==> src/design/huffman_tree_walk_decoder_assert.svh <==
// Assertion macros shared by the tree-walk decoder modules
`ifndef HUFFMAN_TREE_WALK_DECODER_ASSERT_SVH
`define HUFFMAN_TREE_WALK_DECODER_ASSERT_SVH

// Condition implies consequence in the same cycle
`define HTW_ASSERT_IMPLIES(name, ck, rn, ante, cons, msg) \
  name: assert property (@(posedge ck) disable iff (!rn) (ante) |-> (cons)) \
    else $error(msg);

// Condition implies consequence in the next cycle
`define HTW_ASSERT_NEXT(name, ck, rn, ante, cons, msg) \
  name: assert property (@(posedge ck) disable iff (!rn) (ante) |=> (cons)) \
    else $error(msg);

// Condition never holds
`define HTW_ASSERT_NEVER(name, ck, rn, bad, msg) \
  name: assert property (@(posedge ck) disable iff (!rn) !(bad)) \
    else $error(msg);

`endif

==> src/design/htw_pkg.sv <==
// Shared types, codes and helpers for the tree-walk decoder
`timescale 1ns / 1ps
`default_nettype none

package htw_pkg;

  localparam int NODE_DEPTH_DEF   = 512;
  localparam int SYMBOL_COUNT_DEF = 256;
  localparam int CMD_QDEPTH       = 4;
  localparam int TOK_QDEPTH       = 4;

  // Input operation codes
  localparam logic [1:0] OP_NODE_WR = 2'd0;
  localparam logic [1:0] OP_CNT_WR  = 2'd1;
  localparam logic [1:0] OP_DECODE  = 2'd2;

  typedef enum logic [1:0] {
    CMD_NODE = 2'd0,
    CMD_CNT  = 2'd1,
    CMD_DEC  = 2'd2
  } cmd_kind_t;

  typedef enum logic [1:0] {
    TOK_SYM  = 2'd0,
    TOK_EOB  = 2'd1,
    TOK_LOAD = 2'd2
  } tok_kind_t;

  // Classified command, node indices already wrapped into the table
  typedef struct packed {
    cmd_kind_t   kind;
    logic [8:0]  node_index;
    logic        node_is_leaf;
    logic [7:0]  symbol;
    logic [8:0]  left_child;
    logic [8:0]  right_child;
    logic [31:0] symbol_count;
    logic [7:0]  data_byte;
  } cmd_t;

  // One node table entry
  typedef struct packed {
    logic       leaf;
    logic [7:0] sym;
    logic [8:0] left;
    logic [8:0] right;
  } node_t;

  // Event from the tree walker to the count stage
  typedef struct packed {
    tok_kind_t   kind;
    logic        eob;
    logic        is_cnt;
    logic [7:0]  sym;
    logic [31:0] count;
  } tok_t;

  // Reduce a node index modulo the table depth by binary compare-subtract
  function automatic logic [8:0] wrap_idx(input logic [8:0] idx, input int unsigned depth);
    int unsigned rem;
    rem = 32'(idx);
    for (int k = 7; k >= 0; k--) begin
      if (rem >= (depth << k)) begin
        rem = rem - (depth << k);
      end
    end
    return rem[8:0];
  endfunction

endpackage

`default_nettype wire

==> src/design/htw_fifo.sv <==
// Small register queue between decoder sections
`timescale 1ns / 1ps
`default_nettype none

module htw_fifo #(
  parameter int WIDTH = 1,
  parameter int DEPTH = htw_pkg::CMD_QDEPTH
) (
  input  wire logic             clk,
  input  wire logic             rst_n,
  input  wire logic             push_valid,
  output logic                  push_ready,
  input  wire logic [WIDTH-1:0] push_data,
  output logic                  pop_valid,
  input  wire logic             pop_ready,
  output logic [WIDTH-1:0]      pop_data
);

  localparam int AW = (DEPTH > 1) ? $clog2(DEPTH) : 1;
  localparam int CW = $clog2(DEPTH + 1);

  logic [WIDTH-1:0] slot_r [0:DEPTH-1];
  logic [AW-1:0]    wr_ptr_r, rd_ptr_r;
  logic [CW-1:0]    cnt_r;
  logic             push, pop;

  assign push_ready = (cnt_r != CW'(DEPTH));
  assign pop_valid  = (cnt_r != '0);
  assign pop_data   = slot_r[rd_ptr_r];
  assign push       = push_valid && push_ready;
  assign pop        = pop_valid && pop_ready;

  // Advance pointers and fill level
  always_ff @(posedge clk) begin
    if (!rst_n) begin
      wr_ptr_r <= '0;
      rd_ptr_r <= '0;
      cnt_r    <= '0;
    end else begin
      if (push) begin
        wr_ptr_r <= (wr_ptr_r == AW'(DEPTH - 1)) ? '0 : wr_ptr_r + 1'b1;
      end
      if (pop) begin
        rd_ptr_r <= (rd_ptr_r == AW'(DEPTH - 1)) ? '0 : rd_ptr_r + 1'b1;
      end
      case ({push, pop})
        2'b10:   cnt_r <= cnt_r + 1'b1;
        2'b01:   cnt_r <= cnt_r - 1'b1;
        default: cnt_r <= cnt_r;
      endcase
    end
  end

  // Store pushed item
  always_ff @(posedge clk) begin
    if (push) begin
      slot_r[wr_ptr_r] <= push_data;
    end
  end

endmodule

`default_nettype wire

==> config.mk <==
export PLATFORM = sky130hd
export DESIGN_NAME = htw_fifo
export DESIGN_NICKNAME = d
export VERILOG_FILES = /design/src/design/huffman_tree_walk_decoder_assert.svh /design/src/design/htw_pkg.sv /design/src/design/htw_fifo.sv
export SDC_FILE = /design/constraint.sdc
export NUM_CORES = 1
export LEC_CHECK = 0
export BUFFER_PORTS_ARGS = -buffer_cell sky130_fd_sc_hd__buf_2
export CELL_PAD_IN_SITES_DETAIL_PLACEMENT = 1
export CELL_PAD_IN_SITES_GLOBAL_PLACEMENT = 1
export CORE_ASPECT_RATIO = 1.25
export CORE_MARGIN = 5
export CORE_UTILIZATION = 38
export DETAILED_ROUTE_END_ITERATION = 12
export GPL_TIMING_DRIVEN = 0
export PLACE_DENSITY = 0.73
export REMOVE_ABC_BUFFERS = 1
export SLEW_MARGIN = 20
export SYNTH_ARGS = -nofsm -noshare
export SYNTH_HDL_FRONTEND = slang
export SYNTH_SLANG_ARGS = --single-unit
==> constraint.sdc <==
create_clock -name clk -period 2.5 [get_ports clk]
set_input_delay 0.25 -clock clk [delete_from_list [all_inputs] [get_ports clk]]
set_output_delay 0.25 -clock clk [all_outputs]
set_load 0.05 [all_outputs]
==> impl_metrics.csv, run 1 <==
group,metric,value,unit
status,status,"completed",
critical_path,cp-end-kind,"flop",
sta,hold_viol,0,
sta,setup_violations,0,
critical_path,worstPathRequired,2.71,ns
floorplan,fp.dieH,56.1,um
synth,yosys_register_bits,13,
critical_path,cp_max_fo,7,
global_routing,grt.total_usage,0.0962,
global_routing,grt.overflow.total,0,
hold_path,hp-start,"push_data",
hold_path,min_to,"slot_r[2]",
critical_path,rrSetupSlack,0.12,ns
synth,synth_top_area_cell,"dfxtp_1",
synth,ys_seq_area_frac,0.464,
floorplan,io_pins,8,
routing,drt-wirelength-per-cell,12.2,um
synth,netlist_area,647,sq um
critical_path,worstPathArrival,2.59,ns
hold_path,hp-class,"input port to flop",
synth,ys.flop_type,"dfxtp_1",
sta,grt_setup_unrepaired,"no",
synth,synthTopCellsByCount,"9 x dfxtp_1, 7 x inv_1, 6 x ha_1, 6 x nand2_1",
cells_and_area,drive_gt1_frac,0.286,
global_routing,grt_max_degree,12,
placement,gp_congestion,0.737,
routing,vias,439,
power,switchingPower,0.000312,W
critical_path,critPathLaunchType,"flop",
cts,cts_buffers,3,
routing,postRouteAntennaNets,0,
synth,yosys_warnings,0,
routing,first_pass_iters,4,
cells_and_area,n_antenna_cell,0,
power,intPower,0.000463,W
power,combinationalPowerShare,0.427,
synth,synth_area_leaders,"dfxtp_1 28%, edfxtp_1 19%, ha_1 12%, inv_1 4.1%, and3_2 3.5%",
routing,drt_wl_total,1070,um
cells_and_area,area_growth_syn_to_layout,11.4,%
floorplan,start_util,0.404,
synth,synth_edf_count,4,
floorplan,core_area,1600,sq um
cts,cts_sinks,13,
cts,clk_pin_slew,0.08,ns
routing,drt_iter0_markers,6,
floorplan,die-area,2630,sq um
sta,fin_skew,0.00120,ns
power,vdd_drop_max,0.556,mV
critical_path,timing.rr.end,"cnt_r[2]",
synth,syn_inst,61,
power,p_seq_frac,0.408,
cells_and_area,nets,83,
global_routing,antenna_found_initial,0,
cts,cts_tree,"built",
sta,slew_headroom,0.653,
placement,hpwl,867,um
cells_and_area,post-route-util,0.450,
flow_run,max_cap_viol_count,0,
placement,io_buffers,7,
sta,period_share,0.954,
power,p_total,0.000775,W
cts,ctsHoldBuffers,0,
cts,ctsHtreeMaxLevel,1,
synth,synth.top_cell.area_share,0.279,
sta,worst_pin_slew,0.517,ns
critical_path,reg2reg_from,"cnt_r[0]",
synth,synth_most_common_cell,"dfxtp_1",
critical_path,ff2ff_path_depth,9,
global_routing,grt_pass1_vias,450,
critical_path,worst-setup-path-type,"flop to flop",
synth,syn_area_per_cell,10.6,sq um
synth,synth-async-reset-ratio,0,
sta,finalWorstPathRequiredPeriod,2.38,ns
routing,drc,0,
cts,insertion_delay,0.27,ns
floorplan,num_rows,16,
cts,cts_buffer_depth,2,
routing,viasPerCell,4.99,
synth,synth_cell_types,25,
power,leakage,0.313,nW
floorplan,die_w,46.9,um
global_routing,grt_pass1_wl,1830,um
hold_path,holdPathStages,1,
sta,drv_slew,0,
power,swShare,0.403,
cells_and_area,n_fill_cell,195,
cts,root_buffer,"clkbuf_4",
power,power_density,1080,nW/um^2
sta,fmax,0.419,GHz
power,p_clk_frac,0.165,
worst max-delay path by stage:
| stage | from | to | slack [ns] | cells past startpoint |
|---|---|---|---|---|
| finish | cnt_r[0] | cnt_r[2] | 0.12 | 9 |
| CTS | cnt_r[0] | cnt_r[2] | 0.02 | 9 |
| global placement | cnt_r[0] | cnt_r[2] | 0.06 | 9 |
| floorplan | cnt_r[0] | cnt_r[2] | -0.11 | 9 |
| detailed placement | cnt_r[0] | cnt_r[2] | 0.04 | 9 |
| global route | cnt_r[0] | cnt_r[2] | 0.02 | 9 |
what timing repair did:
action	4_1_cts	5_1_grt
gates resized for setup	0	3
endpoints found under the setup margin	0	1
buffers inserted	0	0
worst max-delay path, cell delays in order, from the launching register on:
cell	delay, ns
dfxtp_2	0.35
or3b_4	0.43
and2_4	0.19
inv_1	0.05
ha_1	0.18
inv_1	0.06
fa_1	0.37
xor2_1	0.15
or3_2	0.40
a21boi_1	0.14
cells in the final DEF, fill, tap and decap left out, drive strengths merged:
cell	instances
clkbuf	4
inv	7
xnor2	1
edfxtp	4
o21ai	5
and3	4
buf	7
a21boi	1
o31ai	1
xor2	1
nand3	2
fa	1
mux2i	1
or3	2
nand4	1
and2	3
mux4	1
nor2	2
nand2	6
or3b	1
ha	6
dfxtp	9
logic make-up after synthesis:
group / after synthesis / synth area share
muxes: 2 / 0.0503
AOI/OAI and AO/OA: 7 / 0.0619
xor gates and xnor gates: 2 / 0.0271
buffers and inverters: 9 / 0.0638
and+or+nand+nor: 21 / 0.186
DFF: 13 / 0.464
adders and majority gates: 7 / 0.147
per-stage QoR:
stage / cells / setup WS, ns / instance area [sq um] / hold WS, ns / setup TNS (ns)
after floorplan: 59 / -0.112 / 632 / 0.349 / -0.112
after global placement: 84 / 0.0572 / 689 / 0.477 / 0
after detailed placement: 84 / 0.0388 / 689 / 0.479 / 0
after CTS: 88 / 0.0163 / 716 / 0.189 / 0
after global routing: 88 / 0.0194 / 721 / 0.190 / 0
final: 88 / 0.115 / 721 / 0.203 / 0
metal layers:
layer / GRT usage / share of wire / vias to the layer above
met5: 0 / 0 / -
met4: 0.0119 / 0 / 0
met3: 0.0680 / 0.062 / 0
met2: 0.153 / 0.52 / 7
met1: 0.105 / 0.42 / 208
li1: - / - / 224
layout make-up:
cell class	instances	area, sq um	area share
multi-input combinational	39	308	0.427
sequential	13	303	0.420
timing repair buffer	7	35.0	0.0486
clock buffer	4	26.3	0.0365
inverter	7	26.3	0.0365
tap	18	22.5	0.0313
power groups by stage:
| stage | Combinational (W) | Sequential [W] | Clock [W] |
|---|---|---|---|
| 4_1_cts | 0.000334 | 0.000315 | 0.000133 |
| 2_1_floorplan | 0.000271 | 0.000306 | 0 |
| 3_3_place_gp | 0.000325 | 0.000317 | 0 |
| 5_1_grt | 0.000364 | 0.000328 | 0.000148 |
| 6_report | 0.000331 | 0.000316 | 0.000128 |
| 3_5_place_dp | 0.000333 | 0.000320 | 0 |
(Power assumes the default switching activity.)
==> run 2, diff against run 1 <==
--- a/config.mk
+++ b/config.mk
@@ -10,10 +10,10 @@
 export CELL_PAD_IN_SITES_GLOBAL_PLACEMENT = 1
 export CORE_ASPECT_RATIO = 1.25
 export CORE_MARGIN = 5
-export CORE_UTILIZATION = 38
+export CORE_UTILIZATION = 30
 export DETAILED_ROUTE_END_ITERATION = 12
 export GPL_TIMING_DRIVEN = 0
-export PLACE_DENSITY = 0.73
+export PLACE_DENSITY = 0.6
 export REMOVE_ABC_BUFFERS = 1
 export SLEW_MARGIN = 20
 export SYNTH_ARGS = -nofsm -noshare
==> impl_metrics.csv, run 2 (synthesis results as in run 1) <==
group,metric,value,unit
cts,root_buffer,"clkbuf_4",
cells_and_area,n_antenna_cell,0,
critical_path,crit_buf_inv,2,
floorplan,core_area,2030,sq um
routing,wl_met3,37,um
sta,setup_total_negative_slack,0,ns
routing,wl_met2,562,um
sta,setup_violations,0,
cts,cts_tree,"built",
placement,hpwl,834,um
sta,fmax,0.419,GHz
hold_path,holdPathStages,1,
routing,vias,455,
critical_path,worst-setup-path-type,"flop to flop",
cts,cts_buffers,3,
hold_path,hp-class,"input port to flop",
cts,ctsHoldBuffers,0,
power,swShare,0.402,
cells_and_area,area_growth_syn_to_layout,13.3,%
cells_and_area,stdcell_area,733,sq um
placement,io_buffers,7,
global_routing,grt.overflow.total,0,
status,status,"completed",
power,p_seq_frac,0.401,
cts,cts_buffer_depth,2,
routing,maxUsedRoutingLayer,"met4",
critical_path,ff2ff_path_depth,9,
routing,drt_wl_total,1090,um
sta,finalWorstPathRequiredPeriod,2.39,ns
power,leakage,0.315,nW
cts,cts_sinks,13,
critical_path,worstSetupPathDepth,9,
floorplan,start_util,0.319,
cells_and_area,multi_input_area,310,sq um
hold_path,hp-start,"push_data",
placement,gp_congestion,0.643,
cells_and_area,regArea,303,sq um
power,combinationalPowerShare,0.433,
cts,clk_pin_slew,0.08,ns
power,power_density,1070,nW/um^2
routing,drt-wirelength-per-cell,12.0,um
power,vdd_drop_max,0.413,mV
global_routing,grt_max_degree,12,
critical_path,worstPathArrival,2.60,ns
cells_and_area,post-route-util,0.362,
global_routing,grt.total_usage,0.0820,
global_routing,grt_pass1_vias,469,
critical_path,cp_max_fo,5,
flow_run,max_cap_viol_count,0,
routing,drt_iter0_markers,2,
critical_path,worstPathRequired,2.71,ns
floorplan,die-area,3190,sq um
critical_path,cp_top_family,"simple AND/OR/NAND/NOR gates",
critical_path,path_cells,"or3b_4 > and2_4 > inv_1 > ha_2 > inv_1 > fa_1 > xor2_1 > or3_2 > a21boi_1",
sta,fin_skew,0.00286,ns
routing,viasPerCell,5.00,
cells_and_area,nets,84,
sta,hold_viol,0,
sta,slew_headroom,0.606,
floorplan,fp.dieH,61.9,um
global_routing,antenna_found_initial,0,
cts,ctsHtreeMaxLevel,1,
routing,postRouteAntennaNets,0,
critical_path,startpoint,"cnt_r[0]",
sta,drv_slew,0,
floorplan,io_pins,8,
sta,worst_pin_slew,0.586,ns
sta,period_share,0.954,
cells_and_area,drive_gt1_frac,0.310,
power,intPower,0.000471,W
cts,insertion_delay,0.28,ns
floorplan,die_w,51.5,um
critical_path,critPathLaunchType,"flop",
routing,first_pass_iters,2,
power,switchingPower,0.000316,W
power,p_clk_frac,0.166,
critical_path,cp-end-kind,"flop",
critical_path,cpPeakStageDelay,0.42,ns
sta,grt_setup_unrepaired,"no",
critical_path,critical_path.slowest_cell,"or3b_4",
cells_and_area,n_fill_cell,246,
cells_and_area,mostFrequentLayoutCells,"7 x inv_1, 7 x dfxtp_1, 7 x buf_2",
floorplan,num_rows,18,
routing,wl_met1,465,um
global_routing,grt_pass1_wl,1850,um
placement,placed_area,692,sq um
routing,drc,0,
critical_path,reg2reg_from,"cnt_r[0]",
critical_path,crit_path_frequent_cell,"inv_1",
## run 2: changes by cell type in the layout (fill, tap and decap cells not counted), sizes merged
cell / previous run / this run
buf: 7 / 8
## run 2: final timing paths
kind                to  slack [ns]
min reg2reg   cnt_r[2]        0.50
min          slot_r[3]        0.19
max           cnt_r[2]        0.11
max reg2reg   cnt_r[2]        0.11
## run 2: cell type report
type | count | share of cell area
flip-flops and latches | 13 | 0.413
repair buffers | 8 | 0.0580
multi-input cells | 39 | 0.423
inverters | 7 | 0.0358
clock buffers | 4 | 0.0358
well taps | 20 | 0.0341
## run 2: metrics by stage
| step | instances | power (W) | worst slack, ns | hold slack [ns] |
|---|---|---|---|---|
| 2_1_floorplan | 59 | 0.000576 | -0.112 | 0.349 |
| 3_5_place_dp | 86 | 0.000654 | 0.0281 | 0.475 |
| 4_1_cts | 90 | 0.000792 | 0.0420 | 0.180 |
| 6_report | 91 | 0.000787 | 0.114 | 0.189 |
| 5_1_grt | 91 | 0.000853 | 0.00922 | 0.188 |
| 3_3_place_gp | 86 | 0.000644 | 0.0303 | 0.472 |
## run 2: power groups by stage
stage	combinational [W]	clock, W	sequential, W
final	0.000341	0.000130	0.000316
after global routing	0.000386	0.000142	0.000325
after CTS	0.000341	0.000136	0.000315
after detailed placement	0.000335	0	0.000319
after global placement	0.000326	0	0.000318
after floorplan	0.000271	0	0.000306
## run 2: per-layer routing
metal / GRT usage / vias to the layer above
li1: - / 224
met2: 0.140 / 5
met1: 0.0810 / 222
met5: 0 / -
met4: 0.0674 / 0
met3: 0.0286 / 4
## run 2: what timing repair did
item | CTS | global route
setup buffers | 0 | 1
endpoints found under the hold margin | 0 | 0
setup endpoints to repair | 1 | 1
gates resized for setup | 1 | 3
==> run 3, diff against run 2 <==
--- a/config.mk
+++ b/config.mk
@@ -8,7 +8,6 @@
 export BUFFER_PORTS_ARGS = -buffer_cell sky130_fd_sc_hd__buf_2
 export CELL_PAD_IN_SITES_DETAIL_PLACEMENT = 1
 export CELL_PAD_IN_SITES_GLOBAL_PLACEMENT = 1
-export CORE_ASPECT_RATIO = 1.25
 export CORE_MARGIN = 5
 export CORE_UTILIZATION = 30
 export DETAILED_ROUTE_END_ITERATION = 12
==> impl_metrics.csv, run 3 (synthesis results as in run 1) <==
group,metric,value,unit
status,status,"completed",
power,swShare,0.401,
power,switchingPower,0.000317,W
cells_and_area,multi_input_area,310,sq um
cts,cts_tree,"built",
sta,hold_viol,0,
sta,period_share,0.957,
global_routing,grt_pass1_wl,1930,um
floorplan,num_rows,16,
cells_and_area,drive_gt1_frac,0.310,
global_routing,grt_max_degree,12,
power,p_clk_frac,0.159,
cells_and_area,n_antenna_cell,0,
power,combinationalPowerShare,0.437,
global_routing,antenna_found_initial,0,
cts,cts_buffer_depth,2,
sta,drv_slew,0,
floorplan,fp.dieH,56.4,um
power,intPower,0.000473,W
sta,grt_setup_unrepaired,"no",
routing,drt-wirelength-per-cell,10.9,um
critical_path,cp_top_family,"simple AND/OR/NAND/NOR gates",
cts,ctsHoldBuffers,0,
critical_path,reg2reg_from,"cnt_r[2]",
cts,root_buffer,"clkbuf_4",
floorplan,core_area,2000,sq um
power,vdd_drop_max,0.463,mV
sta,hold-worst-slack,0.196,ns
sta,setup_total_negative_slack,0,ns
hold_path,hp-start,"push_data",
critical_path,worstPathArrival,2.59,ns
routing,drt_iter0_markers,7,
placement,io_buffers,7,
routing,first_pass_iters,3,
placement,gp_congestion,0.627,
placement,placed_area,701,sq um
global_routing,grt.overflow.total,0,
hold_path,holdPathStages,1,
power,power_density,1060,nW/um^2
critical_path,critPathLaunchType,"flop",
floorplan,io_pins,8,
cts,ctsHtreeMaxLevel,1,
sta,setup_violations,0,
critical_path,worst-setup-path-type,"flop to flop",
floorplan,die_w,56.4,um
critical_path,startpoint,"cnt_r[2]",
global_routing,grt_pass1_vias,437,
cells_and_area,regArea,305,sq um
floorplan,die-area,3180,sq um
global_routing,grt.total_usage,0.0786,
cells_and_area,nets,84,
critical_path,cpPeakStageDelay,0.40,ns
cells_and_area,post-route-util,0.372,
cts,clk_pin_slew,0.08,ns
flow_run,max_cap_viol_count,0,
critical_path,crit_buf_inv,2,
placement,hpwl,852,um
floorplan,start_util,0.323,
cts,cts_sinks,13,
sta,slew_headroom,0.645,
power,p_seq_frac,0.404,
sta,worst_pin_slew,0.527,ns
routing,vias,438,
hold_path,hp-class,"input port to flop",
sta,fin_skew,0.00639,ns
cts,insertion_delay,0.27,ns
sta,fmax,0.418,GHz
cells_and_area,mostFrequentLayoutCells,"7 x inv_1, 7 x dfxtp_1, 7 x buf_2",
critical_path,cp-end-kind,"flop",
power,leakage,0.315,nW
critical_path,cp_max_fo,5,
critical_path,critical_path.slowest_cell,"or3b_4",
cells_and_area,n_fill_cell,240,
routing,viasPerCell,4.47,
cells_and_area,area_growth_syn_to_layout,15.1,%
cells_and_area,stdcell_area,744,sq um
critical_path,crit_path_frequent_cell,"inv_1",
sta,finalWorstPathRequiredPeriod,2.39,ns
routing,drc,0,
critical_path,ff2ff_path_depth,9,
routing,postRouteAntennaNets,0,
routing,drt_wl_total,1070,um
critical_path,worstSetupPathDepth,9,
critical_path,worstPathRequired,2.70,ns
critical_path,path_cells,"or3b_4 > and2_4 > inv_1 > ha_2 > inv_1 > fa_1 > xor2_1 > or3_2 > a21boi_1",
cts,cts_buffers,3,
[run 3: cell count changes in the layout (fill, tap and decap cells not counted)]
cell	before	now
dfxtp_4	0	1
dfxtp_2	2	1
[run 3: cell type report]
type	instances	area share
clock buffer	4	0.0353
inverter	7	0.0353
multi-input combinational	39	0.417
sequential	13	0.410
tap	27	0.0454
timing repair buffer	8	0.0571
[run 3: per-stage QoR]
stage	instances	setup slack, ns	total power (W)
floorplan	59	-0.112	0.000576
global placement	93	0.0362	0.000645
detailed placement	93	-0.0103	0.000656
CTS	97	0.0140	0.000791
global route	98	0.00376	0.000862
finish	98	0.107	0.000790
[run 3: power groups by stage]
stage	logic, W	registers (W)	clock network (W)
after floorplan	0.000271	0.000306	0
after global placement	0.000327	0.000317	0
after detailed placement	0.000336	0.000321	0
after CTS	0.000343	0.000317	0.000132
after global routing	0.000388	0.000328	0.000146
final	0.000345	0.000319	0.000125
[run 3: routing by layer]
metal	track usage	up-vias	share of wire
met5	0	-	0
met1	0.0875	205	0.45
met3	0.0413	2	0.048
met2	0.130	6	0.49
li1	-	225	-
met4	0.0203	0	0.011
[run 3: final timing paths]
check	to	slack (ns)
setup / recovery	cnt_r[2]	0.11
hold / removal	slot_r[1]	0.20
setup reg to reg	cnt_r[2]	0.11
hold reg to reg	wr_ptr_r[1]	0.51
[run 3: repair_timing]
| item | in CTS | in global routing |
|---|---|---|
| setup buffers | 0 | 1 |
| resized for setup | 1 | 4 |
| setup endpoints to repair | 1 | 1 |
